### src/hw/rtl/ierf_pkg.sv
// ierf_pkg: shared types and constants for the ipv4 echo reply filter
// used by ipv4_echo_reply_filter and ierf_checker; no dependencies

package ierf_pkg;

  typedef enum logic [3:0] {
    VERDICT_ACCEPTED     = 4'd0,
    VERDICT_TOO_SHORT    = 4'd1,
    VERDICT_BAD_VERSION  = 4'd2,
    VERDICT_HDR_LENGTH   = 4'd3,
    VERDICT_TOTAL_LENGTH = 4'd4,
    VERDICT_CHECKSUM     = 4'd5,
    VERDICT_FRAGMENT     = 4'd6,
    VERDICT_NO_INTERFACE = 4'd7,
    VERDICT_NOT_FOR_US   = 4'd8,
    VERDICT_NOT_REPLY    = 4'd9,
    VERDICT_ID_MISMATCH  = 4'd10,
    VERDICT_REPLY_SHORT  = 4'd11
  } verdict_t;

  typedef enum logic [1:0] {
    REG_INTERFACE_PRESENT = 2'd0,
    REG_UNICAST_ADDR      = 2'd1,
    REG_BROADCAST_ADDR    = 2'd2,
    REG_ECHO_ID           = 2'd3
  } reg_index_t;

  typedef struct packed {
    verdict_t     verdict;
    logic [31:0]  source_addr;
    logic [7:0]   time_to_live;
    logic [15:0]  echo_sequence;
    logic [15:0]  packet_length;
  } result_t;

  localparam logic        RST_INTERFACE_PRESENT = 1'b1;
  localparam logic [31:0] RST_UNICAST_ADDR      = 32'h7F00_0001;
  localparam logic [31:0] RST_BROADCAST_ADDR    = 32'h7FFF_FFFF;
  localparam logic [15:0] RST_ECHO_ID           = 16'h0000;

  localparam logic [31:0] ALL_ONES_ADDR   = 32'hFFFF_FFFF;
  localparam logic [3:0]  IHL_MASK        = 4'h0f;
  localparam logic [15:0] MF_FLAG         = 16'h2000;
  localparam logic [15:0] FRAG_OFS_MASK   = 16'h1fff;
  localparam logic [15:0] CSUM_GOOD       = 16'hFFFF;
  localparam logic [15:0] COUNT_LIMIT     = 16'hFFFF;
  localparam logic [15:0] MIN_IP_BYTES    = 16'd20;
  localparam logic [16:0] ECHO_HDR_BYTES  = 17'd8;
  localparam logic [7:0]  ICMP_ECHO_REPLY = 8'd0;
  localparam logic [3:0]  IP_VERSION_4    = 4'd4;

endpackage

### src/hw/rtl/ipv4_echo_reply_filter.sv
// ipv4_echo_reply_filter: byte-serial ipv4 header check and icmp echo reply filter
// depends on ierf_pkg

// Takes one packet byte per cycle on the input channel while in_stall is low and
// gives one registered verdict word for the byte marked last_byte, with the source
// address, ttl, echo sequence number and saturating byte count of that packet.
// Each byte only updates a set of running header registers; the verdict is
// formed from them in the same cycle and lands in an output register backed by
// a one-word skid stage. in_stall is high only while that skid stage is full,
// which happens after a verdict met out_stall; otherwise a byte is taken every
// cycle. Configuration goes through the apb port, registers at 4-byte spacing.
module ipv4_echo_reply_filter (
  input  logic        clk,
  input  logic        rst,
  // packet bytes
  input  logic        in_valid,
  output logic        in_stall,
  input  logic [7:0]  data_byte,
  input  logic        last_byte,
  // verdicts
  output logic        out_valid,
  input  logic        out_stall,
  output logic [3:0]  verdict,
  output logic [31:0] source_addr,
  output logic [7:0]  time_to_live,
  output logic [15:0] echo_sequence,
  output logic [15:0] packet_length,
  // configuration
  input  logic        psel,
  input  logic        penable,
  input  logic        pwrite,
  input  logic [3:0]  paddr,
  input  logic [31:0] pwdata,
  output logic [31:0] prdata,
  output logic        pready
);
  import ierf_pkg::*;

  localparam logic [15:0] OFS_TOTLEN_HI = 16'd2;
  localparam logic [15:0] OFS_TOTLEN_LO = 16'd3;
  localparam logic [15:0] OFS_FRAG_HI   = 16'd6;
  localparam logic [15:0] OFS_FRAG_LO   = 16'd7;
  localparam logic [15:0] OFS_TTL       = 16'd8;
  localparam logic [15:0] OFS_SRC_FIRST = 16'd12;
  localparam logic [15:0] OFS_SRC_LAST  = 16'd15;
  localparam logic [15:0] OFS_DST_FIRST = 16'd16;
  localparam logic [15:0] OFS_DST_LAST  = 16'd19;

  // configuration registers
  logic        interface_present;
  logic [31:0] unicast_addr;
  logic [31:0] broadcast_addr;
  logic [15:0] echo_id;

  // per-packet state
  logic [15:0] byte_count,      byte_count_next,      byte_count_upd;
  logic [5:0]  header_length,   header_length_next,   header_length_upd;
  logic [3:0]  version_field,   version_field_next,   version_field_upd;
  logic [15:0] total_length,    total_length_next,    total_length_upd;
  logic [16:0] checksum_accum,  checksum_accum_next,  checksum_accum_upd;
  logic [7:0]  high_byte_hold,  high_byte_hold_next,  high_byte_hold_upd;
  logic [15:0] fragment_bits,   fragment_bits_next,   fragment_bits_upd;
  logic [7:0]  ttl_hold,        ttl_hold_next,        ttl_hold_upd;
  logic [31:0] source_hold,     source_hold_next,     source_hold_upd;
  logic [31:0] dest_hold,       dest_hold_next,       dest_hold_upd;
  logic [7:0]  icmp_type_hold,  icmp_type_hold_next,  icmp_type_hold_upd;
  logic [31:0] id_and_seq_hold, id_and_seq_hold_next, id_and_seq_hold_upd;

  logic        in_accept;
  logic        new_result;
  logic [17:0] csum_sum;
  logic [15:0] rel;
  verdict_t    verdict_now;
  result_t     result_now;

  // output register and skid stage
  logic        skid_valid;
  result_t     out_word;
  result_t     skid_word;
  logic        out_free;

  // apb configuration port
  logic        cfg_write;
  reg_index_t  cfg_index;

  assign pready    = 1'b1;
  assign cfg_write = psel && penable && pwrite && pready;
  assign cfg_index = reg_index_t'(paddr[3:2]);

  always_ff @(posedge clk) begin
    if (rst) begin
      interface_present <= RST_INTERFACE_PRESENT;
      unicast_addr      <= RST_UNICAST_ADDR;
      broadcast_addr    <= RST_BROADCAST_ADDR;
      echo_id           <= RST_ECHO_ID;
    end else if (cfg_write) begin
      case (cfg_index)
        REG_INTERFACE_PRESENT: interface_present <= pwdata[0];
        REG_UNICAST_ADDR:      unicast_addr      <= pwdata;
        REG_BROADCAST_ADDR:    broadcast_addr    <= pwdata;
        REG_ECHO_ID:           echo_id           <= pwdata[15:0];
        default: ;
      endcase
    end
  end

  always_comb begin
    case (cfg_index)
      REG_INTERFACE_PRESENT: prdata = {31'd0, interface_present};
      REG_UNICAST_ADDR:      prdata = unicast_addr;
      REG_BROADCAST_ADDR:    prdata = broadcast_addr;
      REG_ECHO_ID:           prdata = {16'd0, echo_id};
      default:               prdata = 32'd0;
    endcase
  end

  assign in_stall   = skid_valid;
  assign in_accept  = in_valid && !in_stall;
  assign new_result = in_accept && last_byte;

  // running header state after the current byte
  always_comb begin
    header_length_upd   = header_length;
    version_field_upd   = version_field;
    total_length_upd    = total_length;
    checksum_accum_upd  = checksum_accum;
    high_byte_hold_upd  = high_byte_hold;
    fragment_bits_upd   = fragment_bits;
    ttl_hold_upd        = ttl_hold;
    source_hold_upd     = source_hold;
    dest_hold_upd       = dest_hold;
    icmp_type_hold_upd  = icmp_type_hold;
    id_and_seq_hold_upd = id_and_seq_hold;

    if (byte_count == 16'd0) begin
      header_length_upd = {data_byte[3:0] & IHL_MASK, 2'b00};
      version_field_upd = data_byte[7:4];
    end

    if (byte_count == OFS_TOTLEN_HI) total_length_upd[15:8] = data_byte;
    if (byte_count == OFS_TOTLEN_LO) total_length_upd[7:0]  = data_byte;
    if (byte_count == OFS_FRAG_HI)   fragment_bits_upd[15:8] = data_byte;
    if (byte_count == OFS_FRAG_LO)   fragment_bits_upd[7:0]  = data_byte;
    if (byte_count == OFS_TTL)       ttl_hold_upd = data_byte;
    if (byte_count >= OFS_SRC_FIRST && byte_count <= OFS_SRC_LAST) begin
      source_hold_upd = {source_hold[23:0], data_byte};
    end
    if (byte_count >= OFS_DST_FIRST && byte_count <= OFS_DST_LAST) begin
      dest_hold_upd = {dest_hold[23:0], data_byte};
    end

    csum_sum = {1'b0, checksum_accum} + {2'b00, high_byte_hold, data_byte};
    rel      = byte_count - {10'd0, header_length_upd};

    if (byte_count < {10'd0, header_length_upd}) begin
      if (!byte_count[0]) begin
        high_byte_hold_upd = data_byte;
      end else begin
        checksum_accum_upd = {1'b0, csum_sum[15:0]} + {15'd0, csum_sum[17:16]};
      end
    end else begin
      if (rel == 16'd0) begin
        icmp_type_hold_upd = data_byte;
      end else if (rel inside {[16'd4:16'd7]}) begin
        id_and_seq_hold_upd = {id_and_seq_hold[23:0], data_byte};
      end
    end

    if (byte_count != COUNT_LIMIT) begin
      byte_count_upd = byte_count + 16'd1;
    end else begin
      byte_count_upd = byte_count;
    end
  end

  // verdict from the updated state
  always_comb begin
    if (byte_count_upd < MIN_IP_BYTES) begin
      verdict_now = VERDICT_TOO_SHORT;
    end else if (version_field_upd != IP_VERSION_4) begin
      verdict_now = VERDICT_BAD_VERSION;
    end else if (byte_count_upd < {10'd0, header_length_upd}) begin
      verdict_now = VERDICT_HDR_LENGTH;
    end else if (byte_count_upd < total_length_upd) begin
      verdict_now = VERDICT_TOTAL_LENGTH;
    end else if (checksum_accum_upd != {1'b0, CSUM_GOOD}) begin
      verdict_now = VERDICT_CHECKSUM;
    end else if ((fragment_bits_upd & (MF_FLAG | FRAG_OFS_MASK)) != 16'd0) begin
      verdict_now = VERDICT_FRAGMENT;
    end else if (!interface_present) begin
      verdict_now = VERDICT_NO_INTERFACE;
    end else if (dest_hold_upd != unicast_addr && dest_hold_upd != broadcast_addr &&
                 dest_hold_upd != ALL_ONES_ADDR) begin
      verdict_now = VERDICT_NOT_FOR_US;
    end else if (icmp_type_hold_upd != ICMP_ECHO_REPLY) begin
      verdict_now = VERDICT_NOT_REPLY;
    end else if (id_and_seq_hold_upd[31:16] != echo_id) begin
      verdict_now = VERDICT_ID_MISMATCH;
    end else if ({1'b0, byte_count_upd} < 17'(header_length_upd) + ECHO_HDR_BYTES) begin
      verdict_now = VERDICT_REPLY_SHORT;
    end else begin
      verdict_now = VERDICT_ACCEPTED;
    end

    result_now.verdict       = verdict_now;
    result_now.source_addr   = source_hold_upd;
    result_now.time_to_live  = ttl_hold_upd;
    result_now.echo_sequence = id_and_seq_hold_upd[15:0];
    result_now.packet_length = byte_count_upd;
  end

  // state update, cleared after each verdict
  always_comb begin
    byte_count_next      = byte_count;
    header_length_next   = header_length;
    version_field_next   = version_field;
    total_length_next    = total_length;
    checksum_accum_next  = checksum_accum;
    high_byte_hold_next  = high_byte_hold;
    fragment_bits_next   = fragment_bits;
    ttl_hold_next        = ttl_hold;
    source_hold_next     = source_hold;
    dest_hold_next       = dest_hold;
    icmp_type_hold_next  = icmp_type_hold;
    id_and_seq_hold_next = id_and_seq_hold;
    if (in_accept && last_byte) begin
      byte_count_next      = '0;
      header_length_next   = '0;
      version_field_next   = '0;
      total_length_next    = '0;
      checksum_accum_next  = '0;
      high_byte_hold_next  = '0;
      fragment_bits_next   = '0;
      ttl_hold_next        = '0;
      source_hold_next     = '0;
      dest_hold_next       = '0;
      icmp_type_hold_next  = '0;
      id_and_seq_hold_next = '0;
    end else if (in_accept) begin
      byte_count_next      = byte_count_upd;
      header_length_next   = header_length_upd;
      version_field_next   = version_field_upd;
      total_length_next    = total_length_upd;
      checksum_accum_next  = checksum_accum_upd;
      high_byte_hold_next  = high_byte_hold_upd;
      fragment_bits_next   = fragment_bits_upd;
      ttl_hold_next        = ttl_hold_upd;
      source_hold_next     = source_hold_upd;
      dest_hold_next       = dest_hold_upd;
      icmp_type_hold_next  = icmp_type_hold_upd;
      id_and_seq_hold_next = id_and_seq_hold_upd;
    end
  end

  always_ff @(posedge clk) begin
    if (rst) begin
      byte_count      <= '0;
      header_length   <= '0;
      version_field   <= '0;
      total_length    <= '0;
      checksum_accum  <= '0;
      high_byte_hold  <= '0;
      fragment_bits   <= '0;
      ttl_hold        <= '0;
      source_hold     <= '0;
      dest_hold       <= '0;
      icmp_type_hold  <= '0;
      id_and_seq_hold <= '0;
    end else begin
      byte_count      <= byte_count_next;
      header_length   <= header_length_next;
      version_field   <= version_field_next;
      total_length    <= total_length_next;
      checksum_accum  <= checksum_accum_next;
      high_byte_hold  <= high_byte_hold_next;
      fragment_bits   <= fragment_bits_next;
      ttl_hold        <= ttl_hold_next;
      source_hold     <= source_hold_next;
      dest_hold       <= dest_hold_next;
      icmp_type_hold  <= icmp_type_hold_next;
      id_and_seq_hold <= id_and_seq_hold_next;
    end
  end

  // output register with skid stage
  assign out_free = !out_valid || !out_stall;

  always_ff @(posedge clk) begin
    if (rst) begin
      out_valid  <= 1'b0;
      skid_valid <= 1'b0;
    end else if (out_free) begin
      out_valid  <= skid_valid || new_result;
      skid_valid <= 1'b0;
    end else if (new_result) begin
      skid_valid <= 1'b1;
    end
  end

  always_ff @(posedge clk) begin
    if (out_free) begin
      if (skid_valid) begin
        out_word <= skid_word;
      end else if (new_result) begin
        out_word <= result_now;
      end
    end else if (new_result) begin
      skid_word <= result_now;
    end
  end

  assign verdict       = out_word.verdict;
  assign source_addr   = out_word.source_addr;
  assign time_to_live  = out_word.time_to_live;
  assign echo_sequence = out_word.echo_sequence;
  assign packet_length = out_word.packet_length;

endmodule

### config.mk
export PLATFORM = sky130hd
export DESIGN_NAME = ipv4_echo_reply_filter
export DESIGN_NICKNAME = d
export VERILOG_FILES = /design/src/hw/rtl/ierf_pkg.sv /design/src/hw/rtl/ipv4_echo_reply_filter.sv
export SDC_FILE = /design/constraint.sdc
export NUM_CORES = 1
export LEC_CHECK = 0
export BUFFER_PORTS_ARGS = -buffer_cell sky130_fd_sc_hd__clkbuf_2
export CORE_MARGIN = 1
export CORE_UTILIZATION = 45
export CTS_CLUSTER_DIAMETER = 200
export DETAILED_ROUTE_END_ITERATION = 8
export SYNTH_ARGS = -nofsm -noshare
export SYNTH_HDL_FRONTEND = slang
export SYNTH_SLANG_ARGS = --single-unit
### constraint.sdc
create_clock -name clk -period 15.9 [get_ports clk]
set_clock_uncertainty 0.1 [all_clocks]
set_input_delay 0 -clock clk [delete_from_list [all_inputs] [get_ports clk]]
set_output_delay 0 -clock clk [all_outputs]
set_load 0.1 [all_outputs]
Yosys cells after proc, flatten, opt, wreduce, memory -nomap -nowiden
Index checks and enable logic that the tools add are counted.
{ "totals": {"register_bits": 428, "in_bits": 52} }
{ "classes": {"n_addsub": 5, "n_lt_le_gt_ge": 11, "n_eq_ne": 15, "n_mux": 31, "bitwise": 2, "reduce_logical": 29} }
{ "ops": {"columns": ["op", "n"], "rows": [
  ["$mux W32", 5],
  ["$mux W76", 2],
  ["$pmux W32 S4", 1],
  ["$ne A32 B32 Y1", 2],
  ["$mux W4", 12],
  ["$mux W8", 6],
  ["$mux W17", 2],
  ["$eq A16 B2 Y1 const B", 2],
  ["$eq A16 B3 Y1 const B", 2],
  ["$logic_not A16 Y1", 2],
  ["$lt A16 B6 Y1", 2],
  ["$ne A32 B32 Y1 const B", 1],
  ["$add A17 B16 Y18", 1],
  ["$add A16 B2 Y17", 1],
  ["$ne A17 B16 Y1 const B", 1],
  ["$add A16 B1 Y16 const B", 1],
  ["$eq A16 B4 Y1 const B", 1],
  ["$ge A16 B3 Y1 const B", 1],
  ["$ge A16 B4 Y1 const B", 1],
  ["$ge A16 B5 Y1 const B", 1],
  ["$le A16 B3 Y1 const B", 1],
  ["$le A16 B4 Y1 const B", 1],
  ["$le A16 B5 Y1 const B", 1],
  ["$lt A16 B16 Y1", 1],
  ["22 further kinds", 42]
]} }

Longest topological paths before layout
Gate-level depths: netlist of run 1.
{ "depth": {"word_depth": 21, "mapped_depth": 25, "depth_no_buf": 24} }

Worst setup path before layout of run 1
Ideal clock, no wire load.
{ "synth_path": {"kind": "reg2reg", "from": "reg skid_valid, in the netlist in_stall", "to": "reg out_word, in the netlist echo_sequence[0], enable pin", "arrival_time_ns": 4.895, "t_required_ns": 15.265, "path_slack_ns": 10.370, "stages_incl_launch_ff": 3, "path_buffers": 0, "cell_sequence": "dfxtp_1 -> a21oi_1 -> a21oi_1"} }
{ "synth_via": {"elab_chain_len": 5} }
{ "synth_lines": {"columns": ["element", "line", "rtl"], "rows": [
  ["from (decl)", "ipv4_echo_reply_filter.sv:77", "logic skid_valid;"],
  ["from (signal assigned)", "ipv4_echo_reply_filter.sv:291", "skid_valid <= 1'b0;"],
  ["from (signal assigned)", "ipv4_echo_reply_filter.sv:294", "skid_valid <= 1'b0;"],
  ["from (signal assigned)", "ipv4_echo_reply_filter.sv:296", "skid_valid <= 1'b1;"],
  ["$logic_not A1 Y1", "ipv4_echo_reply_filter.sv:118", "assign in_accept = in_valid && !in_stall;"],
  ["$logic_and A1 B1 Y1", "ipv4_echo_reply_filter.sv:118", null],
  ["$logic_and A1 B1 Y1", "ipv4_echo_reply_filter.sv:119", "assign new_result = in_accept && last_byte;"],
  ["$reduce_bool A2 Y1 (no source line) (*)", null, null],
  ["$reduce_and A2 Y1 (no source line) (*)", null, null],
  ["to (signal assigned)", "ipv4_echo_reply_filter.sv:303", "out_word <= skid_word;"],
  ["to (signal assigned)", "ipv4_echo_reply_filter.sv:305", "out_word <= result_now;"],
  ["to (decl)", "ipv4_echo_reply_filter.sv:78", "result_t out_word;"]
]} }
Mark *: on every way between the ends. The rest lies on a longest branch, timed or not.
A chain may end at the register's enable or synchronous reset.

Worst setup path after layout of run 1
{ "layout_path": {"from": "reg byte_count[0]", "to": "reg out_word, in the netlist verdict[3] (data pin)"} }
{ "layout_via": {"elab_chain_len": 21} }
{ "layout_lines": {"columns": ["element", "line", "rtl"], "rows": [
  ["from (decl)", "ipv4_echo_reply_filter.sv:56", "logic [15:0] byte_count, byte_count_next, byte_count_upd;"],
  ["from (signal assigned)", "ipv4_echo_reply_filter.sv:270", "byte_count <= byte_count_next;"],
  ["$logic_not A16 Y1", "ipv4_echo_reply_filter.sv:135", "if (byte_count == 16'd0) begin"],
  ["$mux W6", "ipv4_echo_reply_filter.sv:135", null],
  ["$sub A16 B6 Y16", "ipv4_echo_reply_filter.sv:153", "rel = byte_count - {10'd0, header_length_upd};"],
  ["$ge A16 B3 Y1 / $le A16 B3 Y1 (equally long branches)", "ipv4_echo_reply_filter.sv:164", "end else if (rel inside {[16'd4:16'd7]}) begin"],
  ["$logic_and A1 B1 Y1", "ipv4_echo_reply_filter.sv:164", null],
  ["$mux W32", "ipv4_echo_reply_filter.sv:164", null],
  ["$mux W32", "ipv4_echo_reply_filter.sv:162", "if (rel == 16'd0) begin"],
  ["$mux W32", "ipv4_echo_reply_filter.sv:155", "if (byte_count < {10'd0, header_length_upd}) begin"],
  ["[... 6 more ...]", null, null],
  ["$mux W4", "ipv4_echo_reply_filter.sv:186", "end else if (checksum_accum_upd != {1'b0, CSUM_GOOD}) begin"],
  ["$mux W4", "ipv4_echo_reply_filter.sv:184", "end else if (byte_count_upd < total_length_upd) begin"],
  ["$mux W4", "ipv4_echo_reply_filter.sv:182", "end else if (byte_count_upd < {10'd0, header_length_upd}) begin"],
  ["$mux W4", "ipv4_echo_reply_filter.sv:180", "end else if (version_field_upd != IP_VERSION_4) begin"],
  ["$mux W4 (*)", "ipv4_echo_reply_filter.sv:178", "if (byte_count_upd < MIN_IP_BYTES) begin"],
  ["via verdict_now[3]", "ipv4_echo_reply_filter.sv:73", "verdict_t verdict_now;"],
  ["$mux W76 (*)", "ipv4_echo_reply_filter.sv:304", "end else if (new_result) begin"],
  ["$mux W76 (*)", "ipv4_echo_reply_filter.sv:302", "if (skid_valid) begin"]
]} }
Mark *: on every way through the listed nets, which the timed path passes. The rest lies on a longest branch. The select of a mux whose other input is x is not followed.

==> metrics.csv, run 1 <==
stage,metric,value,unit
logic_synthesis,Cell variety after synth,87,
cts,post_cts resized,0,
run_status,status,finished clean,
timing,RSZ-0062 raised after global routing,no,
power,maximum vdd drop,0.0716,mV
critical_path,Crit path max-delay family,simple AND/OR/NAND/NOR gates,
critical_path,worst path buffer plus inverter count,1,
die,die footprint,50000,µm²
logic_synthesis,Ys Warns,0,
critical_path,CP endpoint kind,flip-flop,
critical_path,Worst EP required,16.13,ns
critical_path,worst path cell trace,inv_1 -> ha_1 -> or4b_1 -> nor4_4 -> mux2i_1 -> ha_1 -> a2111oi_0 -> nand2b_1 -> nand3_1 -> a311oi_2 -> and3_2 -> and4_1 -> mux2i_1 -> nor4_2 -> o2111a_1 -> a2111oi_4 -> mux2_2,
placed_design,DP Cell Count,2974,
global_route,Global Route Usage Sum,24.8,%
worst_hold_path,Min-Delay Path Class,primary input to flip-flop,
timing,Final Max Tran Viols,0,
flow_run,Max-Cap Viols,0,
logic_synthesis,number of synthesized flops with an enable pin,152,
power,PwrDens,104,nW/µm²
cts,CTS tree,yes,
timing,Final Hold Vio Count,0,
cts,clock tree root driver cell,clkbuf_16,
logic_synthesis,Mapped Area,22100,µm²
critical_path,worst reg2reg path depth,17,
cells_and_area,share of layout cells above drive strength 1,16.9,%
cells_and_area,Synth-to-Final Area Change,14.1,%
placed_design,GPL Wtd Cong,0.908,
cts,clk slew on worst S/H paths,0.07,ns
critical_path,Critical Path Slowest Stage Cell,and4_1,
critical_path,Worst R2R Start,byte_count[0]$_SDFFE_PP0P_,
cts,Clock Path Buffers,3,
worst_hold_path,hold path cells,3,
timing,"Period Utilization, post-route",44.6,%
critical_path,Crit Path Max Fanout,22,
placed_design,DP Wirelength,41.9,mm
global_route,initial antenna violation count,0,
route,WL final,62.4,mm
route,DR vias/cell,5.76,
cells_and_area,Finished Layout Cells,3108,
cts,Post-CTS Setup Inserts,0,
route,post-route ant nets,0,
die,Horiz. Die Dim,224,µm
timing,Fmax,141,MHz
route,number of detailed-route iterations in the first pass,7,
route,DR vias,17900,
logic_synthesis,post-synthesis async set-or-reset flop share,0,%
global_route,largest net degree at the start of global routing,100,
logic_synthesis,"flops & latches, synth",428,
die,Die Ht,224,µm
global_route,vias in the first global route,17200,
logic_synthesis,Post-Syn Instances,2334,
logic_synthesis,Main synth FF type,dfxtp_1,
timing,final setup fails,0,
die,Core Area,48000,µm²
critical_path,R2R setup slack,8.81,ns
cells_and_area,cell area after layout,25200,µm²
power,"Power, Total",2.62,mW
critical_path,crit-path max cell delay,0.89,ns
logic_synthesis,area share of the largest cell type after synthesis,25.0,%
logic_synthesis,synthesized net count,2437,
timing,relative slew slack,25.0,%
power,P_leak,9.78,nW
cts,total CTS buffers,47,
timing,Least-Margin Pin Slew,1.13,ns
timing,min Tclk post-route,7.09,ns
logic_synthesis,Synth top cells by count,"dfxtp_1 (276), nor2_1 (265), nand2_1 (263)",
global_route,first-pass GRT wire length,97.5,mm
cells_and_area,fin nets,2558,
cells_and_area,Fill cells,4314,
critical_path,crit path kind,flip-flop to flip-flop,
die,I/O Pins,163,
route,average wire per standard cell,20.1,µm
route,DR iter-0 viols,1332,
placed_design,placed inst area,23200,µm²
cts,Clock H-tree levels,2,
critical_path,worst reg2reg path endpoint,verdict[3]$_DFFE_PP_,
logic_synthesis,register area share after synthesis,45.7,%
die,Initial Util,46.0,%
cts,"Clk Latency, worst-skew pair",0.58,ns
critical_path,crit path DAT,7.32,ns
timing,Total Neg Setup Slack,0,ns
worst_hold_path,Worst Hold End,dest_hold[3]$_SDFFE_PP0P_,
logic_synthesis,most common cell in the netlist,dfxtp_1,
logic_synthesis,syn_area_per_cell,9.46,µm²
logic_synthesis,Synth area leader,dfxtp_1,
die,site row count,80,
worst_hold_path,Worst Hold Launch,data_byte[3],
cts,Post-CTS Hold Fix Bufs,47,
cells_and_area,fin util,52.5,%
critical_path,crit start category,flip-flop,
cells_and_area,diode count,0,
cts,TritonCTS Sinks,428,
placed_design,Port Buffers,159,
route,DRC violations left,0,
logic_synthesis,largest cells by area after synthesis,"dfxtp_1 (25%), edfxtp_1 (21%), mux2_2 (7.2%)",
global_route,"Remaining Overflow, GRT",0,
## metal layers
| layer | vias up | track usage [%] | part of all wire, % |
|---|---|---|---|
| met5 | - | 0 | 0 |
| met4 | 0 | 9.74 | 3.4 |
| met3 | 116 | 3.32 | 5.2 |
| met2 | 579 | 40.8 | 47 |
| met1 | 8631 | 33.1 | 44 |
| li1 | 8569 | - | - |
## kinds of logic (layout without fill, tap and decap cells)
logic type / count (synthesis) / after routing / share of synthesized area [%]
buf+inv: 209 / 368 / 3.78
fa+ha+maj: 51 / 51 / 2.99
mux: 227 / 227 / 11.2
xor+xnor: 134 / 134 / 5.31
simple gates: 869 / 869 / 18.4
compound gates: 415 / 415 / 12.7
flops: 428 / 428 / 45.7
other cells: 1 / 1 / 0.0170
## registers in the layout, indices dropped and copies added, names as in the netlist, 6 cells and up
| name | cells |
|---|---|
| time_to_live | 8 |
| packet_length | 16 |
| echo_id | 16 |
| dest_hold | 32 |
| header_length | 6 |
| broadcast_addr | 32 |
| source_addr | 32 |
| skid_word | 76 |
| fragment_bits | 14 |
| unicast_addr | 32 |
| byte_count | 16 |
| id_and_seq_hold | 32 |
| total_length | 16 |
| checksum_accum | 17 |
| high_byte_hold | 8 |
| source_hold | 32 |
| icmp_type_hold | 8 |
| ttl_hold | 8 |
| echo_sequence | 16 |
## cell usage in the layout (no fill, tap or decap), types with 37 or more instances in the layout
cell | Yosys | routed
ha_1 | 48 | 48
a211oi_1 | 45 | 45
nor2_1 | 265 | 263
edfxtp_1 | 152 | 152
clkbuf_16 | 0 | 47
xor2_1 | 69 | 69
mux2_2 | 141 | 141
mux2i_1 | 83 | 83
a21oi_1 | 156 | 155
dlygate4sd3_1 | 0 | 47
nand2_1 | 263 | 262
nor3_1 | 92 | 92
nor2b_1 | 48 | 46
inv_1 | 52 | 51
dfxtp_1 | 276 | 276
nand3_1 | 38 | 37
xnor2_1 | 65 | 65
clkbuf_2 | 0 | 159
## layout make-up
class / instances / area (µm²) / share of cell area, %
clock buffers: 69 / 1320 / 5.23
clock inverters: 18 / 170 / 0.675
inverters: 52 / 195 / 0.774
multi-input cells: 1697 / 11200 / 44.5
flip-flops and latches: 428 / 10100 / 40.0
well taps: 615 / 769 / 3.05
repair buffers: 229 / 1440 / 5.71
## worst reg2reg max path, cell delays in order, from the launching register on
cell	delay, ns
dfxtp_1	0.40
inv_1	0.25
ha_1	0.26
or4b_1	0.53
nor4_4	0.62
mux2i_1	0.61
ha_1	0.43
a2111oi_0	0.51
nand2b_1	0.17
nand3_1	0.10
a311oi_2	0.33
and3_2	0.29
and4_1	0.89
mux2i_1	0.28
nor4_2	0.39
o2111a_1	0.31
a2111oi_4	0.10
mux2_2	0.27
## how the worst max path moves through the flow
stage / startpoint / end / slack (ns) / depth (start not counted)
global placement: byte_count[0]$_SDFFE_PP0P_ / verdict[3]$_DFFE_PP_ / 8.83 / 17
detailed placement: byte_count[0]$_SDFFE_PP0P_ / verdict[3]$_DFFE_PP_ / 8.81 / 17
floorplan: in_stall$_SDFFE_PP0P_ / echo_sequence[0]$_DFFE_PP_ / 10.37 / 2
global route: byte_count[0]$_SDFFE_PP0P_ / verdict[3]$_DFFE_PP_ / 8.36 / 17
CTS: byte_count[0]$_SDFFE_PP0P_ / verdict[3]$_DFFE_PP_ / 8.81 / 17
finish: byte_count[0]$_SDFFE_PP0P_ / verdict[3]$_DFFE_PP_ / 8.81 / 17
## stage by stage
step | hold slack [ns] | setup slack [ns]
after floorplan | 0.0178 | 10.37
after global placement | 0.118 | 8.83
after detailed placement | 0.125 | 8.81
after CTS | 0.0234 | 8.81
after global routing | 0.0418 | 8.36
final | 0.0263 | 8.81
## power by group
part | total, mW | switching [mW] | internal (mW)
Combinational | 0.359 | 0.255 | 0.104
Sequential | 1.19 | 0.0229 | 1.16
Clock | 1.07 | 0.448 | 0.623
No activity file was read; power rests on OpenSTA's default activity.
==> run 2: changes to the inputs <==
==> constraint.sdc (replaced) <==
create_clock -name clk -period 7.3 [get_ports clk]
set_clock_uncertainty 0.1 [all_clocks]
set_input_delay 0 -clock clk [delete_from_list [all_inputs] [get_ports clk]]
set_output_delay 0 -clock clk [all_outputs]
set_load 0.1 [all_outputs]
==> run 2 against run 1 <==
  * Utilization grew 0.38 points
  * Wire length grew 0.35%
  * Worst setup slack lost 8.1 ns
  * Register-to-register slack lost 8.1 ns
  * Clock power grew 130%
  * Total power grew 120%
  * Combinational power grew 120%
  * Die area is the same
  * Global-route usage grew 0.068 points
  * Largest power group unchanged
  * Highest routed layer unchanged
==> metrics.csv, run 2 (synthesis gave the netlist of run 1 again) <==
stage,metric,value,unit
global_route,met3 Usage GRT,2.99,%
timing,"Period Utilization, post-route",89.8,%
critical_path,crit start category,flip-flop,
placed_design,pre-CTS WS,0.877,ns
die,Die Ht,224,µm
critical_path,crit path kind,flip-flop to flip-flop,
cts,Clock Path Buffers,3,
power,maximum vdd drop,0.161,mV
die,Horiz. Die Dim,224,µm
critical_path,CP endpoint kind,flip-flop,
cells_and_area,Synth-to-Final Area Change,14.9,%
cells_and_area,"commonest non-fill, non-tap cell in the layout",dfxtp_1,
route,DR iter-0 viols,1420,
route,average wire per standard cell,20.1,µm
timing,relative slew slack,16.6,%
cells_and_area,cell area after layout,25400,µm²
timing,WHS,0.0421,ns
global_route,largest net degree at the start of global routing,95,
cts,Post-CTS Hold Fix Bufs,47,
cts,Clock H-tree levels,2,
placed_design,Port Buffers,159,
timing,Least-Margin Pin Slew,1.25,ns
cells_and_area,share of layout cells above drive strength 1,17.5,%
timing,Final Max Tran Viols,0,
route,WL final,62.6,mm
global_route,GR peak layer,met2,
cts,post_cts resized,0,
global_route,first-pass GRT wire length,97.7,mm
global_route,"Remaining Overflow, GRT",0,
cells_and_area,diode count,0,
timing,Final Hold Vio Count,0,
placed_design,DP Wirelength,42.1,mm
critical_path,Crit Path Max Fanout,5,
cts,total CTS buffers,48,
die,Initial Util,46.0,%
critical_path,crit path DAT,6.78,ns
global_route,vias in the first global route,17100,
cts,clock tree root driver cell,clkbuf_16,
timing,Fmax,152,MHz
die,site row count,80,
cells_and_area,Largest register FFs,76,
cts,"Clk Latency, worst-skew pair",0.62,ns
timing,min Tclk post-route,6.56,ns
run_status,status,finished clean,
global_route,initial antenna violation count,0,
cells_and_area,fin nets,2567,
global_route,Global Route Usage Sum,24.9,%
cells_and_area,largest reg by FF count,skid_word,
route,post-route ant nets,0,
placed_design,GPL Wtd Cong,0.899,
die,die footprint,50000,µm²
flow_run,Max-Cap Viols,0,
global_route,M2 GR Usage,40.7,%
critical_path,Worst EP required,7.52,ns
cts,Post-CTS Setup Inserts,0,
power,P_leak,9.89,nW
route,DRC violations left,0,
worst_hold_path,Min-Delay Path Class,primary input to flip-flop,
cells_and_area,Fill cells,4341,
timing,final setup fails,0,
power,PwrDens,231,nW/µm²
critical_path,R2R setup slack,0.74,ns
timing,post-layout worst setup margin,0.742,ns
cts,TritonCTS Sinks,428,
timing,Total Neg Setup Slack,0,ns
die,Core Area,48000,µm²
route,number of detailed-route iterations in the first pass,5,
die,I/O Pins,163,
route,DR vias/cell,5.67,
global_route,GR Util met1,33.8,%
timing,RSZ-0062 raised after global routing,no,
placed_design,placed inst area,23300,µm²
cts,clk slew on worst S/H paths,0.06,ns
cts,CTS tree,yes,
route,DR vias,17700,
cells_and_area,highest-count cells in the layout ignoring fill and taps,"dfxtp_1 (276), nor2_1 (263), nand2_1 (262)",
[run 2: cell count changes in the layout (fill, tap and decap cells not counted), sizes merged]
| cell | change |
|---|---|
| buf | +8 |
| clkbuf | -13 |
| clkinv | +12 |
| bufinv | +3 |
[run 2: final timing paths]
path,startpoint,end,depth (start not counted)
max,checksum_accum[0]$_SDFFE_PP0P_,verdict[2]$_DFFE_PP_,23
min,pwdata[25],broadcast_addr[25]$_SDFFE_PP1P_,3
max reg2reg,checksum_accum[0]$_SDFFE_PP0P_,verdict[2]$_DFFE_PP_,23
min reg2reg,version_field[1]$_SDFFE_PP0P_,version_field[1]$_SDFFE_PP0P_,2
[run 2: where the power goes]
part	switching [mW]	internal, mW	leakage, nW
combinational	0.556	0.229	5.46
sequential	0.0491	2.54	3.64
clock	1.03	1.45	0.796
total	1.64	4.22	9.89
[run 2: final cells by class]
type / count / area, µm² / area share (%)
Sequential cell: 428 / 10100 / 39.7
Clock buffer: 56 / 1250 / 4.93
Timing Repair Buffer: 237 / 1500 / 5.90
Multi-Input combinational cell: 1697 / 11200 / 44.2
Tap cell: 615 / 769 / 3.03
Clock inverter: 33 / 364 / 1.43
Inverter: 52 / 195 / 0.769
[run 2: routing by layer]
metal	vias up	share of wire (%)	wire length, µm
li1	8589	-	-
met5	-	0	0
met4	0	3.2	2020
met3	109	5.1	3180
met2	514	47	29400
met1	8477	45	28000
[run 2: worst max-delay path, cell delays in order (launching register included)]
cell and delay (ns):
dfxtp_1 0.32, ha_1 0.24, fa_1 0.41, a21oi_1 0.31, o211ai_1 0.19, o211ai_1 0.29
a32o_1 0.30, o21ai_0 0.13, o21a_1 0.19, nor2_1 0.13, xnor2_1 0.15, ha_1 0.19
inv_1 0.06, fa_1 0.40, nor2_1 0.22, and3_1 0.25, nor4b_1 0.71, and3_1 0.32
xnor2_1 0.10, o21a_1 0.22, or3_1 0.38, nor3_1 0.24, nor3b_1 0.31, o31ai_1 0.10
[run 2: per-stage QoR]
stage               total power, mW  utilization (%)  cells
floorplan                      3.22                -   2334
global placement               3.39             48.5   2982
detailed placement             3.40             48.5   2982
CTS                            5.90             52.8   3118
global route                   6.06             52.8   3118
finish                         5.86             52.8   3118
